**config.mk**
```make
export PLATFORM = sky130hd
export DESIGN_NAME = mips_integer_execute_unit_top_flat
export DESIGN_NICKNAME = d
export VERILOG_FILES = /design/src/hw/rtl/mieu_pkg.sv /design/src/hw/rtl/mieu_in_if.sv /design/src/hw/rtl/mieu_out_if.sv /design/src/hw/rtl/mips_integer_execute_unit_top.sv /design/src/flat_wrapper.sv
export VERILOG_INCLUDE_DIRS = /design/src /design/src/hw/rtl
export SDC_FILE = /design/constraint.sdc
export NUM_CORES = 2
export LEC_CHECK = 0
export BUFFER_PORTS_ARGS = -buffer_cell sky130_fd_sc_hd__buf_2
export CAP_MARGIN = 10
export CORE_MARGIN = 4
export CORE_UTILIZATION = 53
export DETAILED_ROUTE_END_ITERATION = 8
export HOLD_SLACK_MARGIN = 0.03
export PLACE_DENSITY = 0.69
export RECOVER_POWER = 25
export SYNTH_ARGS = -nofsm -noshare
export SYNTH_HDL_FRONTEND = slang
export SYNTH_SLANG_ARGS = --single-unit
```
**constraint.sdc**
```tcl
create_clock -name clk -period 16.7 [get_ports clk]
set_input_delay 3.34 -clock clk [delete_from_list [all_inputs] [get_ports clk]]
set_output_delay 3.34 -clock clk [all_outputs]
set_load 0.01 [all_outputs]
```
**src/hw/rtl/mips_integer_execute_unit_top_defines.svh**
```systemverilog
// Assertion macros for the integer execute unit.
`ifndef MIPS_INTEGER_EXECUTE_UNIT_TOP_DEFINES_SVH
`define MIPS_INTEGER_EXECUTE_UNIT_TOP_DEFINES_SVH
// Assert that cond implies next-cycle consequence.
`define MIEU_ASSERT_NEXT(label, cond, conseq) \
  label: assert property (@(posedge clk) disable iff (!rst_n) (cond) |=> (conseq)) \
    else $error("mieu check failed");
// Assert that cond implies same-cycle consequence.
`define MIEU_ASSERT_NOW(label, cond, conseq) \
  label: assert property (@(posedge clk) disable iff (!rst_n) (cond) |-> (conseq)) \
    else $error("mieu check failed");
`endif

```
**src/hw/rtl/mieu_pkg.sv**
```systemverilog
// Types and constants of the integer execute unit.
package mieu_pkg;
  localparam logic [4:0] LINK_REGISTER = 5'd31;
  localparam logic [31:0] JUMP_REGION_MASK = 32'hF000_0000;

  typedef enum logic [2:0] {
    MEM_NONE = 3'd0, MEM_RD_BU = 3'd1, MEM_RD_BS = 3'd2, MEM_RD_W = 3'd3,
    MEM_WR_B = 3'd4, MEM_WR_H = 3'd5, MEM_WR_W = 3'd6
  } mem_op_t;

  typedef enum logic [1:0] {
    FLT_NONE = 2'd0, FLT_OVF = 2'd1, FLT_UNSUP = 2'd2
  } fault_t;

  // load kinds, same encoding as the low bits of the read mem_op codes
  localparam logic [1:0] LD_NONE = 2'd0, LD_BU = 2'd1, LD_BS = 2'd2, LD_W = 2'd3;

  localparam logic [5:0] OP_SPECIAL = 6'h00, OP_BCOND = 6'h01, OP_J = 6'h02, OP_JAL = 6'h03,
    OP_BEQ = 6'h04, OP_BNE = 6'h05, OP_BLEZ = 6'h06, OP_BGTZ = 6'h07,
    OP_ADDI = 6'h08, OP_ADDIU = 6'h09, OP_ANDI = 6'h0C, OP_ORI = 6'h0D,
    OP_LUI = 6'h0F, OP_LB = 6'h20, OP_LW = 6'h23, OP_LBU = 6'h24,
    OP_SB = 6'h28, OP_SH = 6'h29, OP_SW = 6'h2B;
  localparam logic [5:0] FN_SLL = 6'h00, FN_JR = 6'h08, FN_JALR = 6'h09,
    FN_ADD = 6'h20, FN_ADDU = 6'h21, FN_AND = 6'h24, FN_OR = 6'h25, FN_SLTU = 6'h2B,
    FN_UNLISTED = 6'h3F;

  localparam logic CMD_EXEC = 1'b0;
  localparam logic CMD_LOAD_DATA = 1'b1;

  typedef struct packed {
    logic        command;
    logic [31:0] instr_word;
    logic [31:0] instr_address;
    logic [31:0] load_data;
  } in_beat_t;

  typedef struct packed {
    logic [2:0]  mem_op;
    logic [31:0] mem_addr;
    logic [31:0] mem_wdata;
    logic        branch_taken;
    logic [31:0] branch_target;
    logic [1:0]  fault;
  } out_beat_t;
endpackage

```
**src/hw/rtl/mieu_in_if.sv**
```systemverilog
// Input channel interface.
interface mieu_in_if;
  import mieu_pkg::*;
  logic valid;
  logic ready;
  logic        command;
  logic [31:0] instr_word;
  logic [31:0] instr_address;
  logic [31:0] load_data;
  modport source (output valid, command, instr_word, instr_address, load_data, input ready);
  modport sink (input valid, command, instr_word, instr_address, load_data, output ready);
endinterface

```
**src/hw/rtl/mieu_out_if.sv**
```systemverilog
// Result channel interface.
interface mieu_out_if;
  import mieu_pkg::*;
  logic valid;
  logic ready;
  logic [2:0]  mem_op;
  logic [31:0] mem_addr;
  logic [31:0] mem_wdata;
  logic        branch_taken;
  logic [31:0] branch_target;
  logic [1:0]  fault;
  modport source (output valid, mem_op, mem_addr, mem_wdata, branch_taken, branch_target,
    fault, input ready);
  modport sink (input valid, mem_op, mem_addr, mem_wdata, branch_taken, branch_target,
    fault, output ready);
endinterface

```
**src/hw/rtl/mips_integer_execute_unit_top.sv**
```systemverilog
// Top level of the integer execute unit: register file RAM, execute stage, result register.
//  channel | dir | handshake     | payload
//  in      | in  | valid/ready   | command, instr_word, instr_address, load_data
//  out     | out | valid/ready   | mem_op, mem_addr, mem_wdata, branch_taken, branch_target, fault
// One beat per cycle when not stalled: stage 0 reads rs/rt through the two read ports of the
// register RAM, stage 1 executes, writes back and loads the result register.
// A register written in stage 1 is forwarded to a read issued in the same cycle.
// Reset clears the register file, all 32 entries, one entry a cycle, no beat taken then.
// Stage 1 stalls while the result register holds a beat that is not taken, and also
// when its own write and a load delay slot commit to another register coincide.
module mips_integer_execute_unit_top (
  input logic clk,
  input logic rst_n,
  mieu_in_if.sink  in_ch,
  mieu_out_if.source out_ch
);
  import mieu_pkg::*;

  logic [31:0] rf_mem [32];
  logic [31:0] rd_a_r, rd_b_r;
  logic [5:0]  clr_cnt_r;
  logic        clearing;

  logic        s1_valid_r;
  in_beat_t    s1_r;
  logic        s1_fwd_a_r, s1_fwd_b_r;
  logic [31:0] s1_fwd_val_r;

  logic        pl_valid_r, pl_valid_nxt;
  logic [4:0]  pl_reg_r, pl_reg_nxt;
  logic [31:0] pl_val_r, pl_val_nxt;
  logic        aw_valid_r, aw_valid_nxt;
  logic [4:0]  aw_reg_r, aw_reg_nxt;
  logic [1:0]  aw_kind_r, aw_kind_nxt;

  logic        ov_r;
  out_beat_t   ob_r, ob_nxt;

  logic        s1_adv, in_fire, split;
  logic        we;
  logic [4:0]  wa;
  logic [31:0] wd;
  logic        ex_we, ex_pl_commit;
  logic [4:0]  ex_wa;
  logic [31:0] ex_wd;

  assign clearing = !clr_cnt_r[5];
  assign s1_adv   = s1_valid_r && !split && (!ov_r || out_ch.ready);
  assign in_ch.ready = !clearing && (!s1_valid_r || s1_adv);
  assign in_fire  = in_ch.valid && in_ch.ready;

  // execute stage
  logic [5:0] op, fn;
  logic [4:0] rs, rt, rd, sh;
  logic [31:0] a, b, simm, imm, btgt, jtgt, sum;
  logic wr_en;
  logic [4:0] wr_idx;
  logic [31:0] wr_val;
  logic [1:0] new_load;
  logic [31:0] ldv;

  always_comb begin
    op = s1_r.instr_word[31:26];
    rs = s1_r.instr_word[25:21];
    rt = s1_r.instr_word[20:16];
    rd = s1_r.instr_word[15:11];
    sh = s1_r.instr_word[10:6];
    fn = s1_r.instr_word[5:0];
    imm = {16'd0, s1_r.instr_word[15:0]};
    simm = {{16{s1_r.instr_word[15]}}, s1_r.instr_word[15:0]};
    a = (rs == 5'd0) ? 32'd0 : (s1_fwd_a_r ? s1_fwd_val_r : rd_a_r);
    b = (rt == 5'd0) ? 32'd0 : (s1_fwd_b_r ? s1_fwd_val_r : rd_b_r);
    btgt = s1_r.instr_address + 32'd4 + {simm[29:0], 2'b00};
    jtgt = ((s1_r.instr_address + 32'd4) & JUMP_REGION_MASK)
           | {4'd0, s1_r.instr_word[25:0], 2'b00};
    sum = a + ((op == OP_SPECIAL) ? b : simm);
    wr_en = 1'b0; wr_idx = rd; wr_val = 32'd0;
    new_load = LD_NONE;
    ob_nxt = '0;
    pl_valid_nxt = pl_valid_r; pl_reg_nxt = pl_reg_r; pl_val_nxt = pl_val_r;
    aw_valid_nxt = aw_valid_r; aw_reg_nxt = aw_reg_r; aw_kind_nxt = aw_kind_r;
    ldv = 32'd0;
    ex_we = 1'b0; ex_wa = 5'd0; ex_wd = 32'd0;
    ex_pl_commit = 1'b0; split = 1'b0;
    if (s1_r.command == CMD_LOAD_DATA) begin
      unique case (aw_kind_r)
        LD_BU: ldv = {24'd0, s1_r.load_data[7:0]};
        LD_BS: ldv = {{24{s1_r.load_data[7]}}, s1_r.load_data[7:0]};
        default: ldv = s1_r.load_data;
      endcase
      if (aw_valid_r) begin
        pl_valid_nxt = 1'b1; pl_reg_nxt = aw_reg_r; pl_val_nxt = ldv;
        aw_valid_nxt = 1'b0;
      end
    end else begin
      aw_valid_nxt = 1'b0;
      unique case (op)
        OP_SPECIAL: begin
          unique case (fn)
            FN_SLL:  begin wr_en = 1'b1; wr_val = b << sh; end
            FN_JR:   begin ob_nxt.branch_taken = 1'b1; ob_nxt.branch_target = a; end
            FN_JALR: begin
              ob_nxt.branch_taken = 1'b1; ob_nxt.branch_target = a;
              wr_en = 1'b1; wr_val = s1_r.instr_address + 32'd8;
            end
            FN_ADD: begin
              if ((a[31] ^ sum[31]) & (b[31] ^ sum[31])) ob_nxt.fault = FLT_OVF;
              else begin wr_en = 1'b1; wr_val = sum; end
            end
            FN_ADDU: begin wr_en = 1'b1; wr_val = sum; end
            FN_AND:  begin wr_en = 1'b1; wr_val = a & b; end
            FN_OR:   begin wr_en = 1'b1; wr_val = a | b; end
            FN_SLTU: begin wr_en = 1'b1; wr_val = {31'd0, a < b}; end
            default: ob_nxt.fault = FLT_UNSUP;
          endcase
        end
        OP_J: begin ob_nxt.branch_taken = 1'b1; ob_nxt.branch_target = jtgt; end
        OP_JAL: begin
          ob_nxt.branch_taken = 1'b1; ob_nxt.branch_target = jtgt;
          wr_en = 1'b1; wr_idx = LINK_REGISTER; wr_val = s1_r.instr_address + 32'd8;
        end
        OP_BEQ: if (a == b) begin ob_nxt.branch_taken = 1'b1; ob_nxt.branch_target = btgt; end
        OP_BNE: if (a != b) begin ob_nxt.branch_taken = 1'b1; ob_nxt.branch_target = btgt; end
        OP_BLEZ: if (a[31] || a == 32'd0) begin
          ob_nxt.branch_taken = 1'b1; ob_nxt.branch_target = btgt;
        end
        OP_BGTZ: if (!a[31] && a != 32'd0) begin
          ob_nxt.branch_taken = 1'b1; ob_nxt.branch_target = btgt;
        end
        OP_ADDI: begin
          wr_idx = rt;
          if ((a[31] ^ sum[31]) & (simm[31] ^ sum[31])) ob_nxt.fault = FLT_OVF;
          else begin wr_en = 1'b1; wr_val = sum; end
        end
        OP_ADDIU: begin wr_idx = rt; wr_en = 1'b1; wr_val = sum; end
        OP_ANDI: begin wr_idx = rt; wr_en = 1'b1; wr_val = a & imm; end
        OP_ORI:  begin wr_idx = rt; wr_en = 1'b1; wr_val = a | imm; end
        OP_LUI:  begin wr_idx = rt; wr_en = 1'b1; wr_val = {imm[15:0], 16'd0}; end
        OP_LB:  new_load = LD_BS;
        OP_LW:  new_load = LD_W;
        OP_LBU: new_load = LD_BU;
        OP_SB: begin
          ob_nxt.mem_op = MEM_WR_B; ob_nxt.mem_addr = sum; ob_nxt.mem_wdata = {24'd0, b[7:0]};
        end
        OP_SH: begin
          ob_nxt.mem_op = MEM_WR_H; ob_nxt.mem_addr = sum; ob_nxt.mem_wdata = {16'd0, b[15:0]};
        end
        OP_SW: begin ob_nxt.mem_op = MEM_WR_W; ob_nxt.mem_addr = sum; ob_nxt.mem_wdata = b; end
        default: ob_nxt.fault = FLT_UNSUP;
      endcase
      // slot commits unless this instruction writes the same register; when both
      // writes are due the slot goes first while stage 1 stalls
      ex_pl_commit = pl_valid_r && (pl_reg_r != 5'd0) && !(wr_en && wr_idx == pl_reg_r);
      if (wr_en && wr_idx != 5'd0) begin
        ex_we = 1'b1; ex_wa = wr_idx; ex_wd = wr_val;
        split = s1_valid_r && ex_pl_commit;
      end else if (ex_pl_commit) begin
        ex_we = 1'b1; ex_wa = pl_reg_r; ex_wd = pl_val_r;
      end
      pl_valid_nxt = 1'b0;
      if (new_load != LD_NONE) begin
        ob_nxt.mem_op = {1'b0, new_load}; ob_nxt.mem_addr = sum; ob_nxt.mem_wdata = 32'd0;
        aw_valid_nxt = 1'b1; aw_reg_nxt = rt; aw_kind_nxt = new_load;
      end
    end
  end

  // register file write port
  always_comb begin
    we = 1'b0; wa = 5'd0; wd = 32'd0;
    if (clearing) begin
      we = 1'b1; wa = clr_cnt_r[4:0];
    end else if (split) begin
      we = 1'b1; wa = pl_reg_r; wd = pl_val_r;
    end else if (s1_adv) begin
      we = ex_we; wa = ex_wa; wd = ex_wd;
    end
  end

  // register file RAM: one write port, two registered read ports
  always_ff @(posedge clk) begin
    if (we) rf_mem[wa] <= wd;
    if (in_fire) begin
      rd_a_r <= rf_mem[in_ch.instr_word[25:21]];
      rd_b_r <= rf_mem[in_ch.instr_word[20:16]];
    end
  end

  always_ff @(posedge clk) begin
    if (in_fire) begin
      s1_r.command       <= in_ch.command;
      s1_r.instr_word    <= in_ch.instr_word;
      s1_r.instr_address <= in_ch.instr_address;
      s1_r.load_data     <= in_ch.load_data;
      s1_fwd_a_r   <= we && (wa == in_ch.instr_word[25:21]);
      s1_fwd_b_r   <= we && (wa == in_ch.instr_word[20:16]);
      s1_fwd_val_r <= wd;
    end
    if (s1_adv) ob_r <= ob_nxt;
  end

  always_ff @(posedge clk) begin
    if (!rst_n) begin
      clr_cnt_r <= '0;
      s1_valid_r <= 1'b0;
      ov_r <= 1'b0;
      pl_valid_r <= 1'b0; pl_reg_r <= '0; pl_val_r <= '0;
      aw_valid_r <= 1'b0; aw_reg_r <= '0; aw_kind_r <= '0;
    end else begin
      if (clearing) clr_cnt_r <= clr_cnt_r + 6'd1;
      if (in_fire) s1_valid_r <= 1'b1;
      else if (s1_adv) s1_valid_r <= 1'b0;
      if (s1_adv) begin
        ov_r <= 1'b1;
        pl_valid_r <= pl_valid_nxt; pl_reg_r <= pl_reg_nxt; pl_val_r <= pl_val_nxt;
        aw_valid_r <= aw_valid_nxt; aw_reg_r <= aw_reg_nxt; aw_kind_r <= aw_kind_nxt;
      end else if (out_ch.ready) ov_r <= 1'b0;
      if (split) pl_valid_r <= 1'b0;
    end
  end

  assign out_ch.valid         = ov_r;
  assign out_ch.mem_op        = ob_r.mem_op;
  assign out_ch.mem_addr      = ob_r.mem_addr;
  assign out_ch.mem_wdata     = ob_r.mem_wdata;
  assign out_ch.branch_taken  = ob_r.branch_taken;
  assign out_ch.branch_target = ob_r.branch_target;
  assign out_ch.fault         = ob_r.fault;

  logic out_faulted, out_quiet;
  assign out_faulted = out_ch.valid && out_ch.fault != FLT_NONE;
  assign out_quiet   = out_ch.mem_op == MEM_NONE && !out_ch.branch_taken;

  `include "mips_integer_execute_unit_top_defines.svh"
  `MIEU_ASSERT_NOW(a_no_accept_clearing, clearing, !in_ch.ready)
  `MIEU_ASSERT_NOW(a_exec_empties_slot, s1_adv && s1_r.command == CMD_EXEC, !pl_valid_nxt)
  `MIEU_ASSERT_NEXT(a_adv_gives_beat, s1_adv, out_ch.valid)
  `MIEU_ASSERT_NEXT(a_split_clears_slot, split, !pl_valid_r)
  `MIEU_ASSERT_NOW(a_fault_no_request, out_faulted, out_quiet)
endmodule
```
**src/flat_wrapper.sv**
```systemverilog
// flat-port wrapper written by rule: the top's interface ports become plain ports
module mips_integer_execute_unit_top_flat import mieu_pkg::*;
  (clk, rst_n, in_ch_valid, in_ch_command, in_ch_instr_word, in_ch_instr_address, in_ch_load_data, in_ch_ready, out_ch_valid, out_ch_mem_op, out_ch_mem_addr, out_ch_mem_wdata, out_ch_branch_taken, out_ch_branch_target, out_ch_fault, out_ch_ready);
  mieu_in_if in_ch_i ();
  mieu_out_if out_ch_i ();
  input logic clk;
  input logic rst_n;
  input wire logic [$bits(in_ch_i.valid)-1:0] in_ch_valid;
  input wire logic [$bits(in_ch_i.command)-1:0] in_ch_command;
  input wire logic [$bits(in_ch_i.instr_word)-1:0] in_ch_instr_word;
  input wire logic [$bits(in_ch_i.instr_address)-1:0] in_ch_instr_address;
  input wire logic [$bits(in_ch_i.load_data)-1:0] in_ch_load_data;
  output wire logic [$bits(in_ch_i.ready)-1:0] in_ch_ready;
  output wire logic [$bits(out_ch_i.valid)-1:0] out_ch_valid;
  output wire logic [$bits(out_ch_i.mem_op)-1:0] out_ch_mem_op;
  output wire logic [$bits(out_ch_i.mem_addr)-1:0] out_ch_mem_addr;
  output wire logic [$bits(out_ch_i.mem_wdata)-1:0] out_ch_mem_wdata;
  output wire logic [$bits(out_ch_i.branch_taken)-1:0] out_ch_branch_taken;
  output wire logic [$bits(out_ch_i.branch_target)-1:0] out_ch_branch_target;
  output wire logic [$bits(out_ch_i.fault)-1:0] out_ch_fault;
  input wire logic [$bits(out_ch_i.ready)-1:0] out_ch_ready;
  assign in_ch_i.valid = in_ch_valid;
  assign in_ch_i.command = in_ch_command;
  assign in_ch_i.instr_word = in_ch_instr_word;
  assign in_ch_i.instr_address = in_ch_instr_address;
  assign in_ch_i.load_data = in_ch_load_data;
  assign in_ch_ready = in_ch_i.ready;
  assign out_ch_valid = out_ch_i.valid;
  assign out_ch_mem_op = out_ch_i.mem_op;
  assign out_ch_mem_addr = out_ch_i.mem_addr;
  assign out_ch_mem_wdata = out_ch_i.mem_wdata;
  assign out_ch_branch_taken = out_ch_i.branch_taken;
  assign out_ch_branch_target = out_ch_i.branch_target;
  assign out_ch_fault = out_ch_i.fault;
  assign out_ch_i.ready = out_ch_ready;
  mips_integer_execute_unit_top u_core (.clk(clk), .rst_n(rst_n), .in_ch(in_ch_i), .out_ch(out_ch_i));
endmodule
```
* After elaboration in Yosys (flattened, before gate mapping)
Memory sizes are Yosys's and may differ from the RTL's. A register that Yosys moved wholly into a read port is not among the register bits. Index checks and enable logic that the tools add are counted.
Word-level totals: bits in registers 287, bits in writable memories 1024, input bits 101, output and inout bits 104, word-level logic and storage cells 181, memories kept 1
Memories:
- u_core.rf_mem | words 32, width 32, read ports 2, clocked after Yosys merged registers in 2, write ports 1, RTL line mips_integer_execute_unit_top.sv:19 | logic [31:0] rf_mem [32];
Cells by class: add/subtract/negate cells 5, order comparisons 1, equality and inequality tests 32, shifts and indexed selects 1, multiplexer cells 62, bitwise logic cells 12, reduce and logical (&&, ||, !) cells 43
Operators by type and width (number):
- $pmux 32 s7 | 2
- $mux 32 | 13
- $pmux 67 s3 | 1
- $pmux 33 s6 | 1
- $mux 33 | 5
- $eq 6x6->1 const B | 11
- $mux 66 | 1
- $add 32x32->32 | 2
- $pmux 32 s2 | 1
- $eq 6x4->1 const B | 7
- $mux 5 | 7
- $add 32x3->32 const B | 1
- $add 32x4->32 const B | 1
- $and 32x16->32 | 1
- $and 32x32->32 | 1
- $eq 32x32->1 | 1
- $logic_not 32->1 | 1
- $lt 32x32->1 | 1
- $ne 32x32->1 | 1
- $or 32x16->32 | 1
- $or 32x28->32 | 1
- $or 32x32->32 | 1
- $reduce_bool 32->1 | 1
- $shl 32x5->32 | 1
- other kinds (32) | 92

* Longest topological paths before layout
word-level depth 24, mapped depth 23, gate-level depth less buffers 19

* Worst setup path before layout
OpenSTA, ideal clock, no wires.
kind register to register, start register u_core.s1_fwd_a_r, end register u_core.s1_r (netlist bit u_core.fn[0]), enable pin, library setup time 815 ps, data arrival time 13839 ps, required time 15885 ps, slack 2046 ps, stages on the path, launching flop included 19, path buffers 4, period minus slack after synthesis 14654 ps, path through edfxtp_1 -> buf_1 -> clkbuf_1 -> clkbuf_1 -> clkbuf_1 -> mux2_2 -> nand2_1 -> inv_1 -> ha_1 -> nand2_1 -> nor2_1 -> a211oi_1 -> o221ai_1 -> o21ai_0 -> a211oi_1 -> a211oi_2 -> nor3b_2 -> or2_2 -> a21oi_1
On the way: cells in the longest elaborated chain, start to end 21, elaborated cells between the ends (all ways) 26, classes of those cells add/sub: 1; mux: 9; bitwise: 5; reduce/logical: 11
Ends and longest elaborated chain:
- start, declared | RTL line mips_integer_execute_unit_top.sv:26 | logic s1_fwd_a_r, s1_fwd_b_r;
- start signal, assigned | RTL line mips_integer_execute_unit_top.sv:195 | s1_fwd_a_r <= we && (wa == in_ch.instr_word[25:21]);
- $mux 32 (*) (2 in series) | RTL line mips_integer_execute_unit_top.sv:71 | a = (rs == 5'd0) ? 32'd0 : (s1_fwd_a_r ? s1_fwd_val_r : rd_a_r);
- $add 32x32->32 | RTL line mips_integer_execute_unit_top.sv:76 | sum = a + ((op == OP_SPECIAL) ? b : simm);
- $xor 1x1->1, on equally long branches | RTL line mips_integer_execute_unit_top.sv:107, mips_integer_execute_unit_top.sv:132
- $and 1x1->1 | RTL line mips_integer_execute_unit_top.sv:107 | if ((a[31] ^ sum[31]) & (b[31] ^ sum[31])) ob_nxt.fault = FLT_OVF;
- $mux 1 | RTL line mips_integer_execute_unit_top.sv:107
- $pmux 1 s2 | RTL line mips_integer_execute_unit_top.sv:99 | unique case (fn)
- $pmux 1 s3 (*) | RTL line mips_integer_execute_unit_top.sv:97 | unique case (op)
- $mux 1 (*) | RTL line mips_integer_execute_unit_top.sv:85 | if (s1_r.command == CMD_LOAD_DATA) begin
- (+4 left out)
- $mux 1 (*) | RTL line mips_integer_execute_unit_top.sv:154 | if (wr_en && wr_idx != 5'd0) begin
- $mux 1 (*) | RTL line mips_integer_execute_unit_top.sv:85
- $logic_not 1->1 (*) | RTL line mips_integer_execute_unit_top.sv:48 | assign s1_adv = s1_valid_r && !split && (!ov_r || out_ch.ready);
- $logic_and 1x1->1 (*) (2 in series) | RTL line mips_integer_execute_unit_top.sv:48
- $logic_or 1x1->1 (*) | RTL line mips_integer_execute_unit_top.sv:49 | assign in_ch.ready = !clearing && (!s1_valid_r || s1_adv);
- $logic_and 1x1->1 (*) | RTL line mips_integer_execute_unit_top.sv:49
- $logic_and 1x1->1 (*) | RTL line mips_integer_execute_unit_top.sv:50 | assign in_fire = in_ch.valid && in_ch.ready;
- via u_core.in_fire | RTL line mips_integer_execute_unit_top.sv:39 | logic s1_adv, in_fire, split;
- end, declared | RTL line mips_integer_execute_unit_top.sv:25 | in_beat_t s1_r;
The timed path passes the listed nets; every way through them passes the cells marked *. The select of a mux whose other input is x is not followed. A chain may end at the register's enable or synchronous reset.

* Final worst setup path
start register u_core.s1_r (netlist bit u_core.op[2]), end output in_ch_ready
On the way: cells in the longest elaborated chain, start to end 20, elaborated cells between the ends (all ways) 37, classes of those cells add/sub: 1; eq/ne: 7; mux: 10; bitwise: 5; reduce/logical: 14
Ends and longest elaborated chain:
- $logic_not 6->1 | RTL line mips_integer_execute_unit_top.sv:76, mips_integer_execute_unit_top.sv:97
- $mux 32 | RTL line mips_integer_execute_unit_top.sv:76
- $add 32x32->32 | RTL line mips_integer_execute_unit_top.sv:76
- $xor 1x1->1, on equally long branches | RTL line mips_integer_execute_unit_top.sv:107, mips_integer_execute_unit_top.sv:132
- $and 1x1->1 | RTL line mips_integer_execute_unit_top.sv:107
- $mux 1 | RTL line mips_integer_execute_unit_top.sv:107
- $pmux 1 s2 | RTL line mips_integer_execute_unit_top.sv:99
- $pmux 1 s3 | RTL line mips_integer_execute_unit_top.sv:97
- (+3 left out)
- $logic_and 1x1->1 | RTL line mips_integer_execute_unit_top.sv:153 | ex_pl_commit = pl_valid_r && (pl_reg_r != 5'd0) && !(wr_en && wr_idx == pl_reg_r);
- $logic_and 1x1->1 | RTL line mips_integer_execute_unit_top.sv:156 | split = s1_valid_r && ex_pl_commit;
- $mux 1 (*) | RTL line mips_integer_execute_unit_top.sv:154
- $mux 1 (*) | RTL line mips_integer_execute_unit_top.sv:85
- $logic_not 1->1 (*) | RTL line mips_integer_execute_unit_top.sv:48
- $logic_and 1x1->1 (*) (2 in series) | RTL line mips_integer_execute_unit_top.sv:48
- $logic_or 1x1->1 (*) | RTL line mips_integer_execute_unit_top.sv:49
- $logic_and 1x1->1 (*) | RTL line mips_integer_execute_unit_top.sv:49
- end, declared | RTL line flat_wrapper.sv:13 | output wire logic [$bits(in_ch_i.ready)-1:0] in_ch_ready;
Mark *: on every way between the ends. The rest lies on a longest branch, timed or not. The select of a mux whose other input is x is not followed.

==> results.py <==
metrics = {
    "run_status": {
        "status": "complete, but fails checks",
        "violations": "capacitance limit, slew limit",
    },
    "logic_synthesis": {
        "async_reset_ff_share_pct": 0,
        "netlist.area_leader.share_pct": 56.58,
        "synth_cell_type_count": 92,
        "synth_flop_cell": "edfxtp_1",
        "syn_area_mm2": 0.07011,
        "syn_nets": 4577,
        "synth_edf_count": 1321,
        "synth_seq_cells": 1375,
        "synth_top_area_cell": "edfxtp_1",
        "ys_seq_area_share_pct": 58.12,
        "ys_top_cells_by_area": "edfxtp_1, mux4_2, ha_1",
        "syn_inst": 4314,
        "synth_area_per_cell_um2": 16.25,
        "yosysWarnings": 0,
    },
    "global_route": {
        "grt-ovfl-total": 0,
        "grt_pass1_vias": 43760,
        "grt_pass1_wl_mm": 326.4,
        "antenna_found_initial": 17,
        "grt_max_degree": 163,
        "track_usage_pct": 33.80,
    },
    "power_and_ir_drop": {
        "p_sw_uw": 1578,
        "seqPwrFrac_pct": 51.8,
        "power_uw": 7290,
        "p_per_area_mw_per_mm2": 93.25,
        "swShare_pct": 21.65,
        "combPwrFrac_pct": 4.7,
        "internal-power_uw": 5712,
        "clkPwrFrac_pct": 43.5,
        "ir_drop_uv": 96.66,
        "power.leakage_uw": 0.02700,
    },
    "clock_network": {
        "cts_resized": 0,
        "numClockSinks": 1375,
        "post_cts_buffers": 0,
        "clk_pin_slew_worst_paths_ns": 0.06,
        "cts_made_buffers": 144,
        "cts-root-buf": "clkbuf_16",
        "htreeDepth": 4,
        "cts_tree": "built",
        "ctsHoldBuffers": 0,
        "cts.path.max_buffers": 3,
        "clk-insertion-delay-late_ns": 0.80,
    },
    "cells_and_area": {
        "fin_nets": 4773,
        "syn2layout_area_growth_pct": 11.52,
        "drive_gt1_share_pct": 26.52,
        "seqCellArea_mm2": 0.04075,
        "fillCellCount": 9869,
        "multi_input_area_mm2": 0.02823,
    },
    "worst_setup_path": {
        "reg2reg_slack_ns": 5.96,
        "crit_type": "flop to output port",
        "startpoint_type": "flop",
        "critical_path_arrival_ns": 8.96,
        "r2r-end": "u_core.s1_r[0]",
        "endpoint": "in_ch_ready",
        "worstSetupEndpointType": "output port",
        "reg2reg_from": "u_core.op[2]",
        "reg2reg_depth": 17,
        "crit_start": "u_core.op[2]",
        "critical_path.max_fanout": 51,
        "required_ns": 13.36,
    },
    "sta": {
        "drv_slew": 1064,
        "tightest_slew_ns": 7.371,
        "fmax_ghz": 0.08132,
        "fin_crit_ns": 12.30,
        "hold_slack_ns": 0.4765,
        "skew_ns": 0.06251,
        "hold_viol": 0,
        "max-slew-margin-rel_pct": -391.4,
        "period_share_pct": 73.63,
        "setup_viol": 0,
        "rsz0062_at_grt": "no",
        "timing.setup.tns_ns": 0,
    },
    "floorplan": {
        "die_x_um": 371.7,
        "fp-row-count": 133,
        "core_mm2": 0.1315,
        "start_util_pct": 53.33,
        "die_area_mm2": 0.1382,
        "ios": 205,
        "die_h_um": 371.7,
    },
    "placement": {
        "dp.final_hpwl_mm": 147.1,
        "place_congestion": 1.060,
        "portBuffers": 204,
    },
    "drt": {
        "viasPerCell": 6.965,
        "vias": 44490,
        "drt_pass1_iterations": 7,
        "wirelength_mm": 232.9,
        "drc_errors": 0,
        "final_antenna_net_count": 0,
        "drt_iter0_markers": 7418,
        "wl_per_cell_um": 36.46,
    },
    "worst_hold_path": {
        "hold_path_class": "flop to flop",
    },
    "flow_run": {
        "max_cap_viol_count": 27,
    },
}
==> worst max-delay path, stage by stage (launching register included) <==
cell and delay [ns]:
edfxtp_1 0.69, nor4_1 0.18, nand2_1 0.10, clkbuf_1 1.85
o21ai_0 0.46, ha_1 0.43, a211oi_1 0.36, o211ai_1 0.25
a21oi_1 0.18, clkbuf_1 0.36, nor3_1 0.16, o21ai_0 0.27
a211oi_1 0.13, a211oi_1 1.29, nor3b_1 0.58, or2_0 0.47
nand2_1 0.11, and2_1 0.12, buf_2 0.13
==> synthesized netlist by cell type, types with 10 or more instances <==
library cell / count
edfxtp_1: 1321
mux4_2: 642
nor2_1: 284
clkbuf_1: 219
nand2_1: 182
ha_1: 160
o21ai_0: 144
mux2_2: 127
a21oi_1: 121
inv_1: 110
mux2i_1: 75
buf_1: 66
xor2_1: 65
xnor2_1: 63
dfxtp_1: 54
a211oi_1: 48
nor3_1: 45
a222oi_1: 43
a21o_1: 36
nor2b_1: 32
a21boi_0: 31
nand3_1: 30
nor3b_1: 28
a22oi_1: 26
o22ai_1: 26
a221oi_1: 25
nand4_1: 23
and2_1: 22
and3_1: 22
o211ai_1: 20
nand2b_1: 18
o21bai_1: 17
a31oi_1: 14
nor4_1: 14
o21a_1: 11
o221ai_1: 10
==> worst min-delay path by stage <==
stage / start / endpoint / depth (start not counted)
after CTS: u_core.pl_val_r[5] / u_core.pl_val_r[5] / 2
after global placement: u_core.pl_val_r[5] / u_core.pl_val_r[5] / 2
final: u_core.pl_val_r[5] / u_core.pl_val_r[5] / 2
after global routing: u_core.aw_reg_r[1] / u_core.pl_reg_r[1] / 2
after floorplan: u_core.aw_reg_r[0] / u_core.pl_reg_r[0] / 2
after detailed placement: u_core.pl_val_r[5] / u_core.pl_val_r[5] / 2
==> registers in the layout (all words and copies together), names as in the netlist, 2 cells and up <==
| signal | cells |
|---|---|
| u_core.pl_val_r | 32 |
| u_core.out_ch.branch_target | 32 |
| u_core.out_ch.mem_op | 3 |
| u_core.rf_mem | 1024 |
| u_core.out_ch.mem_addr | 32 |
| u_core.rd_a_r | 32 |
| u_core.fn | 6 |
| u_core.out_ch.mem_wdata | 32 |
| u_core.s1_fwd_val_r | 32 |
| u_core.s1_r | 65 |
| u_core.pl_reg_r | 5 |
| u_core.rd_b_r | 32 |
| u_core.rt | 5 |
| u_core.op | 6 |
| u_core.clr_cnt_r | 6 |
| u_core.imm | 10 |
| u_core.aw_kind_r | 2 |
| u_core.aw_reg_r | 5 |
| u_core.out_ch.fault | 2 |
| u_core.rs | 5 |
==> power by group through the flow <==
stage,registers [uW],logic (uW),clock network (uW)
2_1_floorplan,3840,225,0
3_3_place_gp,3840,336,0
3_5_place_dp,3850,338,0
4_1_cts,3770,339,3210
5_1_grt,3770,362,3370
6_report,3770,345,3170
==> cell type report <==
| class | count | area share, % |
|---|---|---|
| Clock buffer | 190 | 4.895 |
| Antenna cell | 7 | 0.02240 |
| Sequential cell | 1375 | 52.12 |
| Timing Repair Buffer | 345 | 2.439 |
| Clock inverter | 72 | 1.063 |
| Tap cell | 1755 | 2.809 |
| Inverter | 112 | 0.5393 |
| Multi-Input combinational cell | 2532 | 36.11 |
==> placed cells by master, fill, tap and decap left out, types with 17 or more instances in the layout <==
cell / n
o21bai_1: 17
o211ai_1: 20
a221oi_1: 25
ha_1: 160
a21oi_1: 120
nor2_1: 252
a21boi_0: 24
a211oi_1: 44
clkbuf_16: 145
mux2_2: 83
nand2_1: 182
o21ai_0: 142
o22ai_1: 26
clkbuf_1: 181
xor2_1: 65
a22oi_1: 26
mux2i_1: 75
dfxtp_1: 53
a21o_1: 36
nor2_4: 35
nor3_1: 41
xnor2_1: 63
clkinv_1: 28
buf_2: 87
nor3b_1: 28
mux2_1: 44
inv_1: 109
edfxtp_1: 1321
a222oi_1: 43
nor2b_1: 25
and3_1: 22
nand4_1: 23
nand2b_1: 18
mux4_2: 642
nand3_1: 29
buf_4: 113
==> kinds of logic (layout without fill, tap and decap cells) <==
logic type / Yosys count / count (layout) / share of synthesized area, %
XOR/XNOR: 128 / 128 / 1.599
buffers and inverters: 407 / 719 / 2.227
adder cells (fa/ha/maj): 162 / 162 / 2.913
multiplexers: 844 / 844 / 23.73
AND/OR/NAND/NOR: 760 / 760 / 5.202
other: 0 / 7 / 0
flip-flops: 1375 / 1375 / 58.12
AO/OA/AOI/OAI: 638 / 638 / 6.203
==> per-layer routing <==
metal / wire (um) / track usage (%) / up-vias
li1: - / - / 18030
met1: 86570 / 45.89 / 23040
met2: 108500 / 52.49 / 2878
met3: 23260 / 6.348 / 538
met4: 14580 / 17.82 / 4
met5: 22 / 0 / -
==> metrics by stage <==
step           setup WS [ns]  cell area, um^2  utilization, %  std cells
5_1_grt                3.083            78170           59.46       6381
3_3_place_gp           7.376            73790           56.13       6116
2_1_floorplan          2.046            70110               -       4314
4_1_cts                6.518            78450           59.68       6378
6_report               4.404            78180           59.47       6388
3_5_place_dp           7.342            73790           56.13       6116
Power figures use the tool's default switching activity.
